## src/sv/ring_fifo_bulk_peek_defines.svh

```systemverilog
// Assertion macros for the ring FIFO with bulk read and peek.
`ifndef RING_FIFO_BULK_PEEK_DEFINES_SVH
`define RING_FIFO_BULK_PEEK_DEFINES_SVH

`ifndef SYNTH
`define RFBP_ASSERT(lbl, clk, rstn, prop, msg) \
	lbl: assert property (@(posedge clk) disable iff (!(rstn)) (prop)) else $error(msg);
`define RFBP_ASSERT_IMP(lbl, clk, rstn, ante, cons, msg) \
	lbl: assert property (@(posedge clk) disable iff (!(rstn)) (ante) |-> (cons)) \
		else $error(msg);
`define RFBP_ASSERT_NXT(lbl, clk, rstn, ante, cons, msg) \
	lbl: assert property (@(posedge clk) disable iff (!(rstn)) (ante) |=> (cons)) \
		else $error(msg);
`else
`define RFBP_ASSERT(lbl, clk, rstn, prop, msg)
`define RFBP_ASSERT_IMP(lbl, clk, rstn, ante, cons, msg)
`define RFBP_ASSERT_NXT(lbl, clk, rstn, ante, cons, msg)
`endif

`endif

```

## src/sv/rfbp_pkg.sv

```systemverilog
`default_nettype none
package rfbp_pkg;

	localparam int DEPTH        = 16;
	localparam int ELEMENT_BITS = 32;
	localparam int MAX_LOG2     = $clog2(DEPTH + 1) - 1;
	localparam int PTR_W        = MAX_LOG2 + 1;
	localparam int ADDR_W       = $clog2(DEPTH);
	localparam int LOG2_W       = 3;
	localparam int OPCODE_W     = 2;
	localparam int CNT_W        = 5;
	localparam int DATA_W       = 32;
	localparam logic [LOG2_W-1:0] LOG2_RESET = LOG2_W'(4);

	typedef enum logic [OPCODE_W-1:0] {
		OP_WRITE  = 2'd0,
		OP_READ   = 2'd1,
		OP_PEEK   = 2'd2,
		OP_STATUS = 2'd3
	} opcode_t;

	typedef struct packed {
		logic              we;
		logic [ADDR_W-1:0] waddr;
		logic [ADDR_W-1:0] raddr;
	} mem_ctl_t;

	typedef struct packed {
		logic             strobe;
		logic             valid;
		logic             last;
		logic             wacc;
		logic [CNT_W-1:0] fill;
		logic [CNT_W-1:0] free;
		logic             full;
		logic             empty;
	} res_t;

endpackage
`default_nettype wire

```

## src/sv/rfbp_ram.sv

```systemverilog
`default_nettype none
module rfbp_ram #(
	parameter int WIDTH = 32,
	parameter int DEPTH = 16
) (
	input  wire logic                     clk,
	input  wire logic                     we,
	input  wire logic [$clog2(DEPTH)-1:0] waddr,
	input  wire logic [WIDTH-1:0]         wdata,
	input  wire logic [$clog2(DEPTH)-1:0] raddr,
	output logic      [WIDTH-1:0]         rdata
);

	logic [WIDTH-1:0] mem [DEPTH];

	always_ff @(posedge clk) begin
		if (we) begin
			mem[waddr] <= wdata;
		end
		rdata <= mem[raddr];
	end

endmodule
`default_nettype wire

```

## src/sv/rfbp_ctrl.sv

```systemverilog
`default_nettype none
`include "ring_fifo_bulk_peek_defines.svh"
module rfbp_ctrl (
	input  wire logic                            clk,
	input  wire logic                            arst_n,
	input  wire logic                            cfg_we,
	input  wire logic [rfbp_pkg::LOG2_W-1:0]     cfg_data,
	input  wire logic                            start,
	input  wire rfbp_pkg::opcode_t               opcode,
	input  wire logic [rfbp_pkg::CNT_W-1:0]      request_count,
	output logic                                 busy,
	output rfbp_pkg::mem_ctl_t                   mem_ctl,
	output rfbp_pkg::res_t                       res
);
	import rfbp_pkg::*;

	typedef enum logic {
		S_IDLE,
		S_RUN
	} state_t;

	state_t             state_q;
	logic [LOG2_W-1:0]  cap_log2_q;
	logic [PTR_W-1:0]   wp_q;
	logic [PTR_W-1:0]   rp_q;
	logic [PTR_W-1:0]   base_q;
	logic [PTR_W-1:0]   idx_q;
	logic [PTR_W-1:0]   n_last_q;
	logic               strobe_q;
	logic               valid_q;
	logic               last_q;
	logic               wacc_q;

	logic [LOG2_W-1:0]  cap_log2_eff;
	logic [PTR_W-1:0]   cap;
	logic [PTR_W-1:0]   cap_mask;
	logic [PTR_W-1:0]   fill;
	logic [PTR_W-1:0]   req_p;
	logic [PTR_W-1:0]   n_take;
	logic               accept;
	logic               wr_ok;

	always_comb begin
		cap_log2_eff = (cap_log2_q > LOG2_W'(MAX_LOG2)) ? LOG2_W'(MAX_LOG2) : cap_log2_q;
		cap          = PTR_W'(1) << cap_log2_eff;
		cap_mask     = cap - PTR_W'(1);
		fill         = wp_q - rp_q;
		req_p        = PTR_W'(request_count);
		n_take       = (req_p > fill) ? fill : req_p;
		busy         = (state_q == S_RUN);
		accept       = start && !busy;
		wr_ok        = fill < cap;
	end

	assign mem_ctl.we    = accept && (opcode == OP_WRITE) && wr_ok;
	assign mem_ctl.waddr = ADDR_W'(wp_q & cap_mask);
	assign mem_ctl.raddr = ADDR_W'((base_q + idx_q) & cap_mask);

	assign res.strobe = strobe_q;
	assign res.valid  = valid_q;
	assign res.last   = last_q;
	assign res.wacc   = wacc_q;
	assign res.fill   = CNT_W'(fill);
	assign res.free   = CNT_W'(cap - fill);
	assign res.full   = (fill == cap);
	assign res.empty  = (fill == '0);

	always_ff @(posedge clk or negedge arst_n) begin
		if (!arst_n) begin
			state_q    <= S_IDLE;
			cap_log2_q <= LOG2_RESET;
			wp_q       <= '0;
			rp_q       <= '0;
			base_q     <= '0;
			idx_q      <= '0;
			n_last_q   <= '0;
			strobe_q   <= 1'b0;
			valid_q    <= 1'b0;
			last_q     <= 1'b0;
			wacc_q     <= 1'b0;
		end else begin
			strobe_q <= 1'b0;
			valid_q  <= 1'b0;
			last_q   <= 1'b0;
			wacc_q   <= 1'b0;
			if (cfg_we) begin
				cap_log2_q <= cfg_data;
				wp_q       <= '0;
				rp_q       <= '0;
			end else begin
				unique case (state_q)
					S_IDLE: begin
						if (accept) begin
							unique case (opcode) inside
								OP_WRITE: begin
									strobe_q <= 1'b1;
									last_q   <= 1'b1;
									wacc_q   <= wr_ok;
									if (wr_ok) begin
										wp_q <= wp_q + PTR_W'(1);
									end
								end
								OP_READ, OP_PEEK: begin
									if (n_take == '0) begin
										strobe_q <= 1'b1;
										last_q   <= 1'b1;
									end else begin
										state_q  <= S_RUN;
										base_q   <= rp_q;
										idx_q    <= '0;
										n_last_q <= n_take - PTR_W'(1);
										if (opcode == OP_READ) begin
											rp_q <= rp_q + n_take;
										end
									end
								end
								default: begin
									strobe_q <= 1'b1;
									last_q   <= 1'b1;
								end
							endcase
						end
					end
					S_RUN: begin
						strobe_q <= 1'b1;
						valid_q  <= 1'b1;
						last_q   <= (idx_q == n_last_q);
						idx_q    <= idx_q + PTR_W'(1);
						if (idx_q == n_last_q) begin
							state_q <= S_IDLE;
						end
					end
					default: begin
						state_q <= S_IDLE;
					end
				endcase
			end
		end
	end

	`RFBP_ASSERT(a_fill_in_cap, clk, arst_n, fill <= cap, "fill level exceeds capacity")
	`RFBP_ASSERT_IMP(a_no_write_in_run, clk, arst_n, state_q == S_RUN, !mem_ctl.we, "memory written during a burst")
	`RFBP_ASSERT_NXT(a_ptr_hold_in_run, clk, arst_n, (state_q == S_RUN) && !cfg_we, $stable(wp_q) && $stable(rp_q), "pointers moved during a burst")
	`RFBP_ASSERT_IMP(a_valid_has_strobe, clk, arst_n, valid_q, strobe_q, "data valid without a result beat")
	`RFBP_ASSERT_IMP(a_more_beats_busy, clk, arst_n, strobe_q && !last_q, state_q == S_RUN, "burst ended before its last beat")

endmodule
`default_nettype wire

```

## src/sv/ring_fifo_bulk_peek.sv

```systemverilog
// Write and status requests, and a read or peek that finds nothing, give one result beat
// in the cycle after acceptance; a new request is taken in every cycle while busy is low.
// A read or peek of n elements (n is capped at the fill level) holds busy while it drives
// one read of the element memory per cycle, and its beats carry the memory's read data.
// The receiver cannot stall. Reset clears both pointers and sets capacity_log2 to 4;
// the element memory is not cleared.
`default_nettype none
module ring_fifo_bulk_peek (
	input  wire logic                            clk,
	input  wire logic                            arst_n,
	input  wire logic                            cfg_we,
	input  wire logic [rfbp_pkg::LOG2_W-1:0]     cfg_data,
	input  wire logic                            start,
	output logic                                 busy,
	input  wire logic [rfbp_pkg::OPCODE_W-1:0]   opcode,
	input  wire logic [rfbp_pkg::DATA_W-1:0]     data_in,
	input  wire logic [rfbp_pkg::CNT_W-1:0]      request_count,
	output logic                                 result_strobe,
	output logic      [rfbp_pkg::DATA_W-1:0]     data_out,
	output logic                                 data_valid,
	output logic                                 last,
	output logic                                 write_accepted,
	output logic      [rfbp_pkg::CNT_W-1:0]      fill_count,
	output logic      [rfbp_pkg::CNT_W-1:0]      free_count,
	output logic                                 full_res,
	output logic                                 empty_res
);
	import rfbp_pkg::*;

	mem_ctl_t                mem_ctl;
	res_t                    res;
	logic [ELEMENT_BITS-1:0] rdata;

	rfbp_ctrl u_ctrl (
		.clk           (clk),
		.arst_n        (arst_n),
		.cfg_we        (cfg_we),
		.cfg_data      (cfg_data),
		.start         (start),
		.opcode        (opcode_t'(opcode)),
		.request_count (request_count),
		.busy          (busy),
		.mem_ctl       (mem_ctl),
		.res           (res)
	);

	rfbp_ram #(
		.WIDTH (ELEMENT_BITS),
		.DEPTH (DEPTH)
	) u_store (
		.clk   (clk),
		.we    (mem_ctl.we),
		.waddr (mem_ctl.waddr),
		.wdata (ELEMENT_BITS'(data_in)),
		.raddr (mem_ctl.raddr),
		.rdata (rdata)
	);

	assign result_strobe  = res.strobe;
	assign data_valid     = res.valid;
	assign data_out       = res.valid ? DATA_W'(rdata) : '0;
	assign last           = res.last;
	assign write_accepted = res.wacc;
	assign fill_count     = res.fill;
	assign free_count     = res.free;
	assign full_res       = res.full;
	assign empty_res      = res.empty;

endmodule
`default_nettype wire
```

## config.mk

```make
export PLATFORM = sky130hd
export DESIGN_NAME = ring_fifo_bulk_peek
export DESIGN_NICKNAME = d
export VERILOG_FILES = /design/src/sv/rfbp_pkg.sv /design/src/sv/rfbp_ram.sv /design/src/sv/rfbp_ctrl.sv /design/src/sv/ring_fifo_bulk_peek.sv
export VERILOG_INCLUDE_DIRS = /design/src /design/src/sv
export SDC_FILE = /design/constraint.sdc
export NUM_CORES = 1
export LEC_CHECK = 0
export BUFFER_PORTS_ARGS = -buffer_cell sky130_fd_sc_hd__buf_2
export CELL_PAD_IN_SITES_DETAIL_PLACEMENT = 0
export CELL_PAD_IN_SITES_GLOBAL_PLACEMENT = 1
export CORE_MARGIN = 1
export CORE_UTILIZATION = 35
export CTS_BUF_LIST = sky130_fd_sc_hd__clkbuf_4 sky130_fd_sc_hd__clkbuf_8 sky130_fd_sc_hd__clkbuf_16
export CTS_CLUSTER_SIZE = 40
export DETAILED_ROUTE_END_ITERATION = 7
export GPL_TIMING_DRIVEN = 1
export PLACE_DENSITY = 0.67
export SYNTH_ARGS = -nofsm -noshare
export SYNTH_HDL_FRONTEND = slang
export SYNTH_SLANG_ARGS = --single-unit
export TNS_END_PERCENT = 1
```

## constraint.sdc

```tcl
create_clock -name clk -period 9.7 [get_ports clk]
set_clock_uncertainty 0.05 [all_clocks]
set_input_delay 0 -clock clk [delete_from_list [all_inputs] [get_ports clk]]
set_output_delay 0 -clock clk [all_outputs]
set_load 0.01 [all_outputs]
```

Word level (Yosys, flattened, before mapping). Memories as Yosys holds them, arrays and structs flattened. A register that Yosys moved wholly into a read port is not among the register bits. Cells that the tools add are included.

Register bits after elaboration: 32. Bits in writable memories: 512. Input bits: 46. Output and inout port bits: 49. Word-level logic and storage cells: 93. Memories kept: 1.

Memories: u_store.mem (depth 16, width 32, rd ports 1, clocked after Yosys merged registers in 1, wr ports 1, line rfbp_ram.sv:14) `logic [WIDTH-1:0] mem [DEPTH];`.

Add/subtract/negate cells: 8. $lt $le $gt $ge: 3. Eq/ne operators: 9. Shifts and indexed selects: 1. Muxes and demuxes: 38. Bitwise logic cells: 5. Reduce and logical (&&, ||, !) cells: 17.

Operators by type and width (count): 5-bit 2-to-1 mux (15); 32-bit 2-to-1 mux (1); 1-bit 2-to-1 mux (17); 5-bit by 1-bit adder with 5-bit output, second input constant (2); 5-bit equality test (2); 5-bit zero test (2); 5-bit one-hot mux with 2 select lines (1); 5-bit AND reduction (2); 2-bit nonzero test (5); 5-bit subtractor (2); 4-bit bitwise AND (2); 2-bit inequality test, second input constant (4); 4-bit AND reduction (2); 1-bit one-hot mux with 2 select lines (3); 5-bit adder (1); 5-bit greater-than comparator (1); 5-bit less-than comparator (1); 1-bit by 3-bit << shifter with 5-bit output, first input constant (1); 5-bit by 1-bit subtractor with 5-bit output, second input constant (1); 4-bit adder (1); 4-bit by 1-bit subtractor with 4-bit output, second input constant (1); 3-bit greater-than comparator, second input constant (1); 1-bit logical AND (3); 3-bit 2-to-1 mux (1); 7 further kinds (9).

Longest topological paths before layout. Gate-level depths: netlist (run 1).

Depth in word-level cells: 10. Mapped depth: 24. Mapped depth without buffers: 24.

By module. From an unflattened synthesis (run 1), not the netlist that was laid out.

Cells, all modules: 1143. Area, all modules: 22645.5 µm².

By module, submodules not included: rfbp_ram (instances 1, cells an instance 838, area an instance 19835.3 µm²); rfbp_ctrl (instances 1, cells an instance 270, area an instance 2555.0 µm²); ring_fifo_bulk_peek (instances 1, cells an instance 35, area an instance 255.2 µm²).

Worst setup path before layout (run 1). Ideal clock, no wire load.

Path kind: register -> register. Start: reg u_ctrl.wp_q[0]. End: mem u_store.mem[1][0] (enable). Library setup time: 421 ps. Arrival: 4451 ps. Setup slack: 4778 ps. Stages on the path, launching flop included: 15. Path buffers: 0. Path through: dfrtp_1 -> inv_1 -> ha_1 -> inv_1 -> fa_1 -> xor2_1 -> inv_1 -> ha_1 -> a21oi_1 -> a21oi_1 -> o21ai_0 -> a211oi_2 -> and2_1 -> nand3_1 -> nor2_1.

Longest elaborated chain between the ends: 5.

RTL lines: from (decl) (line rfbp_ctrl.sv:24) `logic [PTR_W-1:0] wp_q;`; from (signal assigned) (line rfbp_ctrl.sv:100) `wp_q <= wp_q + PTR_W'(1);`; 5-bit subtractor (line rfbp_ctrl.sv:47) `fill = wp_q - rp_q;`; via fill_count (one bit) (line ring_fifo_bulk_peek.sv:23) `output logic [rfbp_pkg::CNT_W-1:0] fill_count,`; 5-bit less-than comparator (line rfbp_ctrl.sv:52) `wr_ok = fill < cap;`; 1-bit logical AND (line rfbp_ctrl.sv:55) `assign mem_ctl.we = accept && (opcode == OP_WRITE) && wr_ok;`; 1-bit 2-to-1 mux (line rfbp_ram.sv:17) `if (we) begin`; 1-bit 2-to-1 mux (implied by the code) (line rfbp_ram.sv:18) `mem[waddr] <= wdata;`; to (decl) (line rfbp_ram.sv:14).

The timed path passes the listed nets, and every way through them passes these cells.

Final worst setup path (run 1).
Start: reg u_ctrl.wp_q[0]. End: reg u_ctrl.rp_q[0].

Longest elaborated chain between the ends: 10.

RTL lines: 5-bit subtractor (*) (line rfbp_ctrl.sv:47); 5-bit greater-than comparator (line rfbp_ctrl.sv:49) `n_take = (req_p > fill) ? fill : req_p;`; 5-bit 2-to-1 mux (*) (line rfbp_ctrl.sv:49); 5-bit adder (line rfbp_ctrl.sv:113) `rp_q <= rp_q + n_take;`; 5-bit 2-to-1 mux (line rfbp_ctrl.sv:112) `if (opcode == OP_READ) begin`; 5-bit 2-to-1 mux (line rfbp_ctrl.sv:104) `if (n_take == '0) begin`; 5-bit 2-to-1 mux (line rfbp_ctrl.sv:94) `unique case (opcode) inside`; 5-bit 2-to-1 mux (line rfbp_ctrl.sv:93) `if (accept) begin`; 5-bit 2-to-1 mux (line rfbp_ctrl.sv:91) `unique case (state_q)`; 5-bit 2-to-1 mux (line rfbp_ctrl.sv:86) `if (cfg_we) begin`; to (signal assigned) (line rfbp_ctrl.sv:113); to (decl) (line rfbp_ctrl.sv:25) `logic [PTR_W-1:0] rp_q;`.

Every way passes the cells marked *; elsewhere a longest branch is shown, timed or not. The select of a mux whose other input is x is not followed. A chain may end at the register's enable or synchronous reset.

==> impl_metrics.toml, run 1 <==
[floorplanning]
start_util_pct = 35.4
ios = 95
rows = 93
die_w_um = 257
dieHeight_um = 257
dieArea_um2 = 66200
coreArea_um2 = 64500

[logic_synthesis]
syn_inst = 1204
synth_area_um2 = 22800
synth_warnings = 0
seq_area_frac_synth_pct = 73.7
async_reset_ff_share_pct = 5.56
synth_enable_flop_cells = 512
syn_area_per_cell_um2 = 18.9
synth_ff_type = "edfxtp_1"
synth-seq-cells = 576
synth.distinct_cells = 56
synth_fp_nets = 1278

[run_status]
status = "complete, no violations"

[timing]
period_share_pct = 53.6
maxSlewViolCount = 0
setup_viol = 0
worst_slew_pin_slew_ns = 1.05
rsz0062_at_grt = "no"
tns_ns = 0
timing.final.ws_setup_ns = 4.50
slew-limit-headroom_pct = 30.0
fin_crit_ns = 5.20
max_clock_freq_mhz = 192
hold_ws_ns = 0.0412
timing_hold_violations_final = 0

[drt]
totalWireLength_um = 50100
num_vias = 11512
via_per_inst = 5.06
drtAntennaViolNets = 0
drt_iter0_drc = 867
first_pass_iters = 7
route.detailed.drc = 0
wl_per_cell_um = 22.0

[placed_design]
place_congestion = 0.803
dp_slack_ns = 4.57
dp_cells = 2115
io_buffers = 94
dp_hpwl_um = 25400

[power_and_ir_drop]
power_w = 0.00697
power-per-cell-area_nw_per_um2 = 258
ir_drop_uv = 262
leakage_nw = 9.04

[worst_setup_path]
r2r-start = "u_ctrl.wp_q[0]"
crit_path_start = "u_ctrl.wp_q[0]"
worstPathMaxFanout = 7
cp_data_required_time_ns = 10.14
cp-start-kind = "register"
critPathCaptureType = "register"
worst_ep_arrival_time_ns = 5.64
criticalPathCategory = "reg -> reg"

[worst_hold_path]
holdCritStartpoint = "opcode[0]"
hold_path_class = "in -> reg"

[finish]
nNetsFinal = 1444
drive_gt1_share_pct = 27.4
fillers = 5718
area_delta_synth_final_pct = 18.3
layout.area.seq_um2 = 16800
num_antenna_cells = 0
stdcell_count = 2273
multi_input_area_um2 = 5790

[clocking]
worstSkewPairLatency_ns = 0.63
cts_tree = "done"
cts.sink_count = 576
numCtsBuffers = 58
clkSlewWorstSetupHoldPaths_ns = 0.06
clk_path_buf_depth = 3
h-tree-depth = 2
root_buffer = "clkbuf_16"

[grt]
grt_pass1_vias = 12210
grt_max_degree = 129
grt_usage_pct = 15.4
antenna_found_initial = 2
grt_pass1_wl_um = 76800
overflow = 0

[run]
drv_cap = 0
==> layer usage <==
layer | part of all wire (%) | routed length (µm) | global-route usage, % | vias to the layer above
met5 | 0.026 | 13 | 0 | -
met4 | 1.9 | 930 | 4.13 | 2
met3 | 4.4 | 2210 | 2.31 | 62
met2 | 50 | 25000 | 25.7 | 279
met1 | 44 | 22000 | 20.9 | 6057
li1 | - | - | - | 5112
==> cells in the mapped netlist (all sizes together), types with 2 or more instances <==
cell / number / share of area (%)
nand2: 80 / 1.3
dfrtp: 31 / 3.4
a31oi: 35 / 1.2
buf: 19 / 0.41
nor3b: 2 / 0.066
a21oi: 13 / 0.29
fa: 4 / 0.35
a211oi: 34 / 1.1
mux4: 128 / 13
and2: 69 / 1.9
nor3: 5 / 0.13
xor2: 8 / 0.31
nor2: 46 / 0.76
ha: 24 / 1.3
a31o: 3 / 0.12
mux2: 7 / 0.35
nand3: 8 / 0.18
a21o: 10 / 0.33
o21ai: 9 / 0.20
inv: 32 / 0.53
edfxtp: 512 / 67
xnor2: 17 / 0.65
clkbuf: 41 / 0.67
nand4: 4 / 0.11
mux2i: 10 / 0.55
dfxtp: 32 / 2.8
a22o: 3 / 0.12
==> cell families (layout without fill, tap and decap cells) <==
logic type | after synthesis | count (layout) | share of synthesized area, %
AO/OA/AOI/OAI | 115 | 115 | 3.71
buffers and inverters | 92 | 306 | 1.61
AND/OR/NAND/NOR | 221 | 221 | 4.67
multiplexers | 145 | 145 | 13.5
adder cells (fa/ha/maj) | 29 | 29 | 1.71
flip-flops | 576 | 576 | 73.7
XOR/XNOR | 26 | 26 | 1.06
==> power by group <==
part           leakage [nW]  internal [W]  total, W  switching, W
Sequential             5.27       0.00281   0.00287     0.0000562
Clock                  1.01       0.00138   0.00231      0.000924
Combinational          2.75      0.000832   0.00179      0.000956
Total                  9.04       0.00503   0.00697       0.00194
==> cell type report <==
cell class / count / share of cell area (%)
multi-input combinational: 536 / 21.4
timing repair buffer: 166 / 4.34
sequential: 576 / 62.3
inverter: 32 / 0.445
clock inverter: 21 / 1.17
tap: 855 / 3.96
clock buffer: 87 / 6.32
==> metrics by stage <==
step                      area, µm²  utilization, %
after floorplan               22800               -
after global placement        24500            37.9
after detailed placement      24500            37.9
after CTS                     27000            41.9
after global routing          27000            41.9
final                         27000            41.9
==> worst paths after layout <==
| check | end | slack (ns) | depth (start not counted) |
|---|---|---|---|
| setup / recovery | u_ctrl.rp_q[0] | 4.50 | 21 |
| hold / removal | u_ctrl.rp_q[2] | 0.04 | 6 |
| setup reg to reg | u_ctrl.rp_q[0] | 4.50 | 21 |
| hold reg to reg | u_ctrl.base_q[2] | 0.45 | 1 |
| max in group asynchronous | u_ctrl.base_q[3] | 8.97 | 4 |
| min in group asynchronous | u_ctrl.cap_log2_q[2] | 0.44 | 3 |
==> repair_timing <==
action | CTS | global route
endpoints found under the hold margin | 566 | 0
gates resized for setup | 0 | 0
hold buffers | 50 | 0
setup buffers | 0 | 0
==> critical path, cell delays in order, from the launching register on <==
cell and delay, ns:
dfrtp_1 0.46, inv_1 0.09, ha_1 0.14, inv_1 0.08, fa_1 0.41, a21o_1 0.17
a21oi_1 0.16, xnor2_1 0.27, inv_1 0.13, ha_1 0.39, nor3b_1 0.17, mux2i_1 0.14
o2111ai_1 0.21, o32ai_4 0.28, a21o_1 0.25, inv_1 0.06, ha_1 0.19, and2_1 0.23
a31oi_4 0.35, mux2i_1 0.23, nor2_1 0.05, dlygate4sd3_1 0.57
==> sequential cells by signal, indices dropped and copies added (netlist names) <==
| register | cells |
|---|---|
| u_ctrl.busy | 1 |
| u_store.mem | 512 |
| u_ctrl.idx_q | 5 |
| u_ctrl.strobe_q | 1 |
| u_ctrl.cap_log2_q | 3 |
| u_ctrl.wacc_q | 1 |
| u_ctrl.wp_q | 5 |
| u_ctrl.valid_q | 1 |
| u_ctrl.n_last_q | 5 |
| u_ctrl.base_q | 4 |
| u_store.rdata | 32 |
| u_ctrl.last_q | 1 |
| u_ctrl.rp_q | 5 |
==> cells in the final DEF (no fill, tap or decap), types with 3 or more instances in the layout <==
| cell type | count |
|---|---|
| a31oi_4 | 3 |
| dlygate4sd3_1 | 49 |
| a22o_1 | 3 |
| a211oi_1 | 33 |
| buf_4 | 20 |
| clkinv_1 | 3 |
| buf_2 | 94 |
| clkinv_2 | 8 |
| inv_1 | 31 |
| mux2i_1 | 8 |
| nand2_1 | 79 |
| a31oi_1 | 32 |
| nor2_1 | 28 |
| clkbuf_16 | 58 |
| nor2_4 | 18 |
| xnor2_1 | 17 |
| clkbuf_4 | 23 |
| mux4_2 | 128 |
| o21ai_0 | 7 |
| a21o_1 | 10 |
| dfrtp_1 | 31 |
| nand4_1 | 4 |
| xor2_1 | 8 |
| fa_1 | 4 |
| buf_12 | 3 |
| bufinv_16 | 6 |
| clkbuf_8 | 6 |
| dfxtp_1 | 32 |
| mux2_2 | 6 |
| ha_1 | 24 |
| nor3_1 | 4 |
| and2_1 | 67 |
| a21oi_1 | 13 |
| nand3_1 | 8 |
| edfxtp_1 | 512 |
(Power assumes the default switching activity.)
==> inputs of run 2 (changes only) <==
Settings changed: ABC_AREA set to 1, PLACE_DENSITY 0.67 to 0.69.
Clock period 9.7 ns to 5.2 ns, I/O delays scaled along.
==> run 2 against run 1 <==
  * Register-to-register slack got worse by 4.1 ns
  * Worst setup slack worse by 4.1 ns
  * Clock-buffer cell count shrank 11
  * Synthesized cell count grew 47%
  * Design area increased by 2.6%
  * Non-clock buffer count increased by 20
  * Via count rose by 29%
  * Critical path type unchanged
  * Critical endpoint is now u_ctrl.strobe_q
  * Highest routed layer is now met4
==> impl_metrics.toml, run 2 <==
[timing]
maxSlewViolCount = 0
slew-limit-headroom_pct = 4.02
worst_slew_pin_slew_ns = 1.44
fin_crit_ns = 4.77
timing.final.ws_setup_ns = 0.429
max_clock_freq_mhz = 210
setup_viol = 0
period_share_pct = 91.7
rsz0062_at_grt = "no"
tns_ns = 0
timing_hold_violations_final = 0

[logic_synthesis]
async_reset_ff_share_pct = 5.56
synth_fp_nets = 1841
synth_warnings = 0
yosysMostFrequentCell = "edfxtp_1"
syn_inst = 1767
synth_commonest_cells = "edfxtp_1 (512), a21oi_1 (203), nand2_1 (141)"
seq_area_frac_synth_pct = 71.2
synth_largest_area_cell = "edfxtp_1"
synth.top_cell.area_share_pct = 65.1
synth_area_um2 = 23600
synth-seq-cells = 576
synth_enable_flop_cells = 512
synth.distinct_cells = 42
synth_ff_type = "edfxtp_1"
syn_area_per_cell_um2 = 13.4
synth.area.top_cells = "edfxtp_1 (65%), a21oi_1 (4.3%), dfrtp_1 (3.3%)"

[worst_setup_path]
r2r_slack_ns = 0.43
worstPathMaxFanout = 6
worst_ep_arrival_time_ns = 5.27
r2r-start = "u_ctrl.wp_q[0]"
critPathCaptureType = "register"
ff2ff_path_depth = 22
cp_data_required_time_ns = 5.70
criticalPathCategory = "reg -> reg"
cp-start-kind = "register"
worst_r2r_endpoint = "u_ctrl.strobe_q"

[power_and_ir_drop]
leakage_nw = 9.78
power_w = 0.0148
power-per-cell-area_nw_per_um2 = 536
ir_drop_uv = 361

[drt]
first_pass_iters = 7
via_per_inst = 5.32
num_vias = 14895
wl_per_cell_um = 20.6
drt_iter0_drc = 1141
totalWireLength_um = 57700
drtAntennaViolNets = 0
route.detailed.drc = 0

[placed_design]
io_buffers = 94
dp_hpwl_um = 32700
dp_slack_ns = 0.766
place_area_um2 = 25200
place_congestion = 0.828

[floorplanning]
die_w_um = 262
start_util_pct = 35.7
dieArea_um2 = 68500
dieHeight_um = 262
rows = 94
coreArea_um2 = 66200
ios = 95

[finish]
nNetsFinal = 1960
final_common_cell = "edfxtp_1"
final_cell_mix = "edfxtp_1 (512), a21oi_1 (202), nand2_1 (139), o21ai_0 (136), buf_2 (94)"
largest-register = "u_store.mem"
largest_register_ffs = 512
reg_top3 = "u_store.mem (512), u_store.rdata (32)"
final_area_um2 = 27700
area_delta_synth_final_pct = 17.3
num_antenna_cells = 0
drive_gt1_share_pct = 14.4

[grt]
grt_pass1_vias = 14910
grt_usage_pct = 16.8
overflow = 0
antenna_found_initial = 0
grt_pass1_wl_um = 88900
grt_max_degree = 257

[clocking]
numCtsBuffers = 58
clkSlewWorstSetupHoldPaths_ns = 0.06
root_buffer = "clkbuf_16"
h-tree-depth = 2
cts_tree = "done"
ctsResizeCount = 0
worstSkewPairLatency_ns = 0.62
clk_path_buf_depth = 3
cts.sink_count = 576

[run]
drv_cap = 0

[worst_hold_path]
holdCritStartpoint = "data_in[11]"
hold_path_class = "in -> reg"
whs_endpoint = "u_store.mem[0][11]"
worstHoldPathCells = 2

[run_status]
status = "complete, no violations"
==> run 2: how the worst max path moves through the flow <==
stage	slack, ns	startpoint	to	cells past startpoint
finish	0.43	u_ctrl.wp_q[0]	u_ctrl.strobe_q	22
floorplan	0.56	u_ctrl.wp_q[0]	u_store.mem[11][0]	16
global placement	0.85	u_ctrl.wp_q[0]	u_store.mem[1][8]	17
global route	0.12	u_ctrl.wp_q[0]	u_ctrl.strobe_q	22
detailed placement	0.77	u_ctrl.wp_q[0]	u_store.mem[8][7]	17
CTS	0.49	u_ctrl.wp_q[0]	u_ctrl.strobe_q	22
==> run 2: worst max-delay path: stages (launching register included) <==
cell           delay (ns)
dfrtp_1              0.44
inv_1                0.15
ha_1                 0.16
inv_1                0.07
fa_1                 0.40
a21oi_1              0.17
o21bai_1             0.10
xor2_1               0.33
ha_1                 0.35
nand3_1              0.11
nand2_1              0.07
inv_2                0.07
nand3_4              0.11
nand2_4              0.10
nand2_1              0.07
o21ai_1              0.15
ha_1                 0.30
nand4_4              0.17
nand2_1              0.09
nand2_1              0.04
dlygate4sd3_1        0.56
nand2_1              0.07
dlygate4sd3_1        0.55
==> run 2: power by group <==
group	leakage (nW)	switching (W)	internal, W
registers	5.29	0.000144	0.00527
clock network	0.941	0.00177	0.00235
logic	3.55	0.00347	0.00183
total	9.78	0.00538	0.00945
==> run 2: final cells by class <==
cell class                      instances  area (µm²)
Clock buffer                           76        1620
Clock inverter                         33         274
Fill cell                            6039       38500
Inverter                               92         345
Multi-Input combinational cell        972        6120
Sequential cell                       576       16800
Tap cell                              864        1080
Timing Repair Buffer                  186        1430
==> run 2: routing by layer <==
metal	vias up	track usage, %	share of wire (%)
met1	7491	22.7	45
met3	90	2.64	4.4
met5	-	0	0
met2	368	28.1	49
met4	0	4.70	2.2
li1	6946	-	-
==> run 2: timing repair <==
| action | in CTS | in global routing |
|---|---|---|
| buffers inserted | 0 | 0 |
| hold endpoints to repair | 568 | 0 |
| setup endpoints to repair | 0 | 0 |
| hold buffers | 55 | 0 |
==> run 2: metrics by stage <==
stage / cells / hold slack [ns] / utilization [%]
2_1_floorplan: 1767 / -0.346 / -
3_3_place_gp: 2635 / 0.0755 / 38.1
3_5_place_dp: 2635 / 0.0776 / 38.1
4_1_cts: 2799 / 0.258 / 41.8
5_1_grt: 2799 / 0.270 / 41.8
6_report: 2799 / 0.278 / 41.8
==> run 2: cells by family (layout without fill, tap and decap cells) <==
family                     count (synthesis)  count (layout)  share of synthesized area, %
xor gates and xnor gates                  20              20                         0.742
muxes                                     64              64                          2.71
DFF                                      576             576                          71.2
and+or+nand+nor                          314             314                          5.75
adders and majority gates                 28              28                          1.61
AOI/OAI and AO/OA                        546             546                          14.4
buffers and inverters                    219             387                          3.59
==> inputs of run 3 (changes only) <==
Settings changed: ABC_AREA 1 to unset, CORE_UTILIZATION 35 to 54, PLACE_DENSITY 0.69 to 0.91.
==> run 3 against run 2 <==
  * Worst setup slack got worse by 0.16 ns
  * Design area fell by 3.5%
  * First-iteration DRC count fell by 9.2%
  * Sequential cell count did not move
  * Non-clock buffer count fell by 6
  * Critical endpoint is now u_ctrl.rp_q[4]
==> impl_metrics.toml, run 3 (synthesis results as in run 1) <==
[clocking]
cts_tree = "done"
cts.sink_count = 576
root_buffer = "clkbuf_16"
clkSlewWorstSetupHoldPaths_ns = 0.06
numCtsBuffers = 54
clk_path_buf_depth = 3
h-tree-depth = 2
worstSkewPairLatency_ns = 0.61

[finish]
fillers = 2691
largest_register_ffs = 512
final_common_cell = "edfxtp_1"
final_cell_mix = "edfxtp_1 (512), mux4_2 (128), buf_2 (94), nand2_1 (79), and2_1 (67)"
stdcell_count = 1958
largest-register = "u_store.mem"
area_delta_synth_final_pct = 17.1
reg_top3 = "u_store.mem (512), u_store.rdata (32)"
nNetsFinal = 1454
drive_gt1_share_pct = 28.2

[floorplanning]
coreArea_um2 = 41300
start_util_pct = 55.3
dieArea_um2 = 43100
dieHeight_um = 208
rows = 74
ios = 95
die_w_um = 208

[worst_hold_path]
worstHoldPathCells = 7
hold_path_class = "in -> reg"

[power_and_ir_drop]
leakage_nw = 9.08
ir_drop_uv = 384
power-per-cell-area_nw_per_um2 = 484
power_w = 0.0129

[worst_setup_path]
worst_ep_arrival_time_ns = 5.36
cp_data_required_time_ns = 5.63
criticalPathCategory = "reg -> reg"
crit_path_frequent_cell = "inv_1"
worstPathCellList = "inv_1 > ha_1 > inv_1 > fa_1 > a21o_1 > a21oi_2 > xnor2_2 > inv_1 > ha_2 > nor3b_1 > mux2i_1 > o2111ai_2 > o32ai_4 > nor2_1 > a21oi_2 > inv_1 > ha_1 > fa_2 > a21o_1 > a21oi_1 > xor2_1 > a21oi_1 > a31o_1"
worstPathMaxFanout = 7
critPathCaptureType = "register"
slowest_delay_ns = 0.45
ff2ff_path_depth = 23
timing.critical_path.slowest_stage_cell = "dfrtp_2"
cp-start-kind = "register"

[drt]
wl_per_cell_um = 25.3
m1WireLength_um = 20000
route.met2.wl_um = 24900
drt_iter0_drc = 1036
via_per_inst = 6.02
drtAntennaViolNets = 0
wl_met3_um = 3210
totalWireLength_um = 49500
top_layer_used = "met4"
route.detailed.drc = 0
num_vias = 11780
first_pass_iters = 5

[placed_design]
dp_cells = 1806
dp_hpwl_um = 27200
place_congestion = 0.813
io_buffers = 94

[timing]
worst_slew_pin_slew_ns = 1.18
slew-limit-headroom_pct = 21.1
fin_crit_ns = 4.93
setup_viol = 0
maxSlewViolCount = 0
max_clock_freq_mhz = 203
tns_ns = 0
timing_hold_violations_final = 0
period_share_pct = 94.9

[grt]
overflow = 0
antenna_found_initial = 1
grt_usage_pct = 23.3
grt_pass1_wl_um = 74300
grt_pass1_vias = 12226
grt_max_degree = 53

[run]
drv_cap = 0

[run_status]
status = "complete, no violations"
## run 3: cell types whose count changed in the layout (fill, tap and decap cells not counted), sizes merged, moves of 63 or more
cell    change
nand2      -69
mux4      +128
o21ai     -137
a21oi     -191
o221ai     -64
o32ai      -63
and2       +69
o211ai     -64
## run 3: cell type report
cell class	count	area (µm²)	area share, %
diodes	1	2.50	0.00936
clock buffers	72	1530	5.73
clock inverters	29	354	1.32
inverters	32	120	0.449
multi-input cells	536	5810	21.7
flip-flops and latches	576	16800	62.9
well taps	532	666	2.49
repair buffers	180	1420	5.33
## run 3: final timing paths
check | slack [ns] | start | end
max | 0.27 | u_ctrl.wp_q[0] | u_ctrl.rp_q[4]
min | 0.08 | opcode[1] | u_ctrl.rp_q[2]
max reg2reg | 0.27 | u_ctrl.wp_q[0] | u_ctrl.rp_q[4]
min reg2reg | 0.46 | u_ctrl.base_q[2] | u_ctrl.base_q[2]
max in group asynchronous | 4.46 | arst_n | u_ctrl.wp_q[0]
min in group asynchronous | 0.44 | arst_n | u_ctrl.cap_log2_q[2]
## run 3: per-layer routing
layer,GRT usage (%),up-vias
met2,39.7,449
met5,0,-
met3,4.69,88
met1,30.3,6120
met4,7.46,0
li1,-,5123
## run 3: metrics by stage
| stage | worst slack, ns | area, µm² | util [%] | hold WS [ns] |
|---|---|---|---|---|
| finish | 0.266 | 26700 | 64.7 | 0.0765 |
| global route | -0.0426 | 26700 | 64.7 | 0.101 |
| CTS | 0.0468 | 26700 | 64.6 | 0.0653 |
| detailed placement | 0.0553 | 24300 | 58.9 | 0.0662 |
| global placement | 0.237 | 24300 | 58.9 | 0.0587 |
| floorplan | 0.278 | 22800 | - | -0.346 |
## run 3: worst max-delay path: cells and delay by family (launching register included)
kind	cells	cell delay (ns)
and+or+nand+nor	2	0.25
adders and majority gates	5	1.50
AOI/OAI and AO/OA	9	1.64
buffers and inverters	4	0.35
xor gates and xnor gates	2	0.40
muxes	1	0.19
DFF	1	0.45
## run 3: power breakdown
| part | total, W | switching [W] | internal [W] |
|---|---|---|---|
| Sequential | 0.00537 | 0.000125 | 0.00525 |
| Combinational | 0.00344 | 0.00180 | 0.00164 |
| Clock | 0.00412 | 0.00169 | 0.00243 |
| Total | 0.0129 | 0.00362 | 0.00931 |
## run 3: what timing repair did
item,4_1_cts,5_1_grt
setup endpoints to repair,0,1
hold buffers,49,0
endpoints found under the hold margin,566,0
gates resized for setup,0,7
buffers inserted,0,1
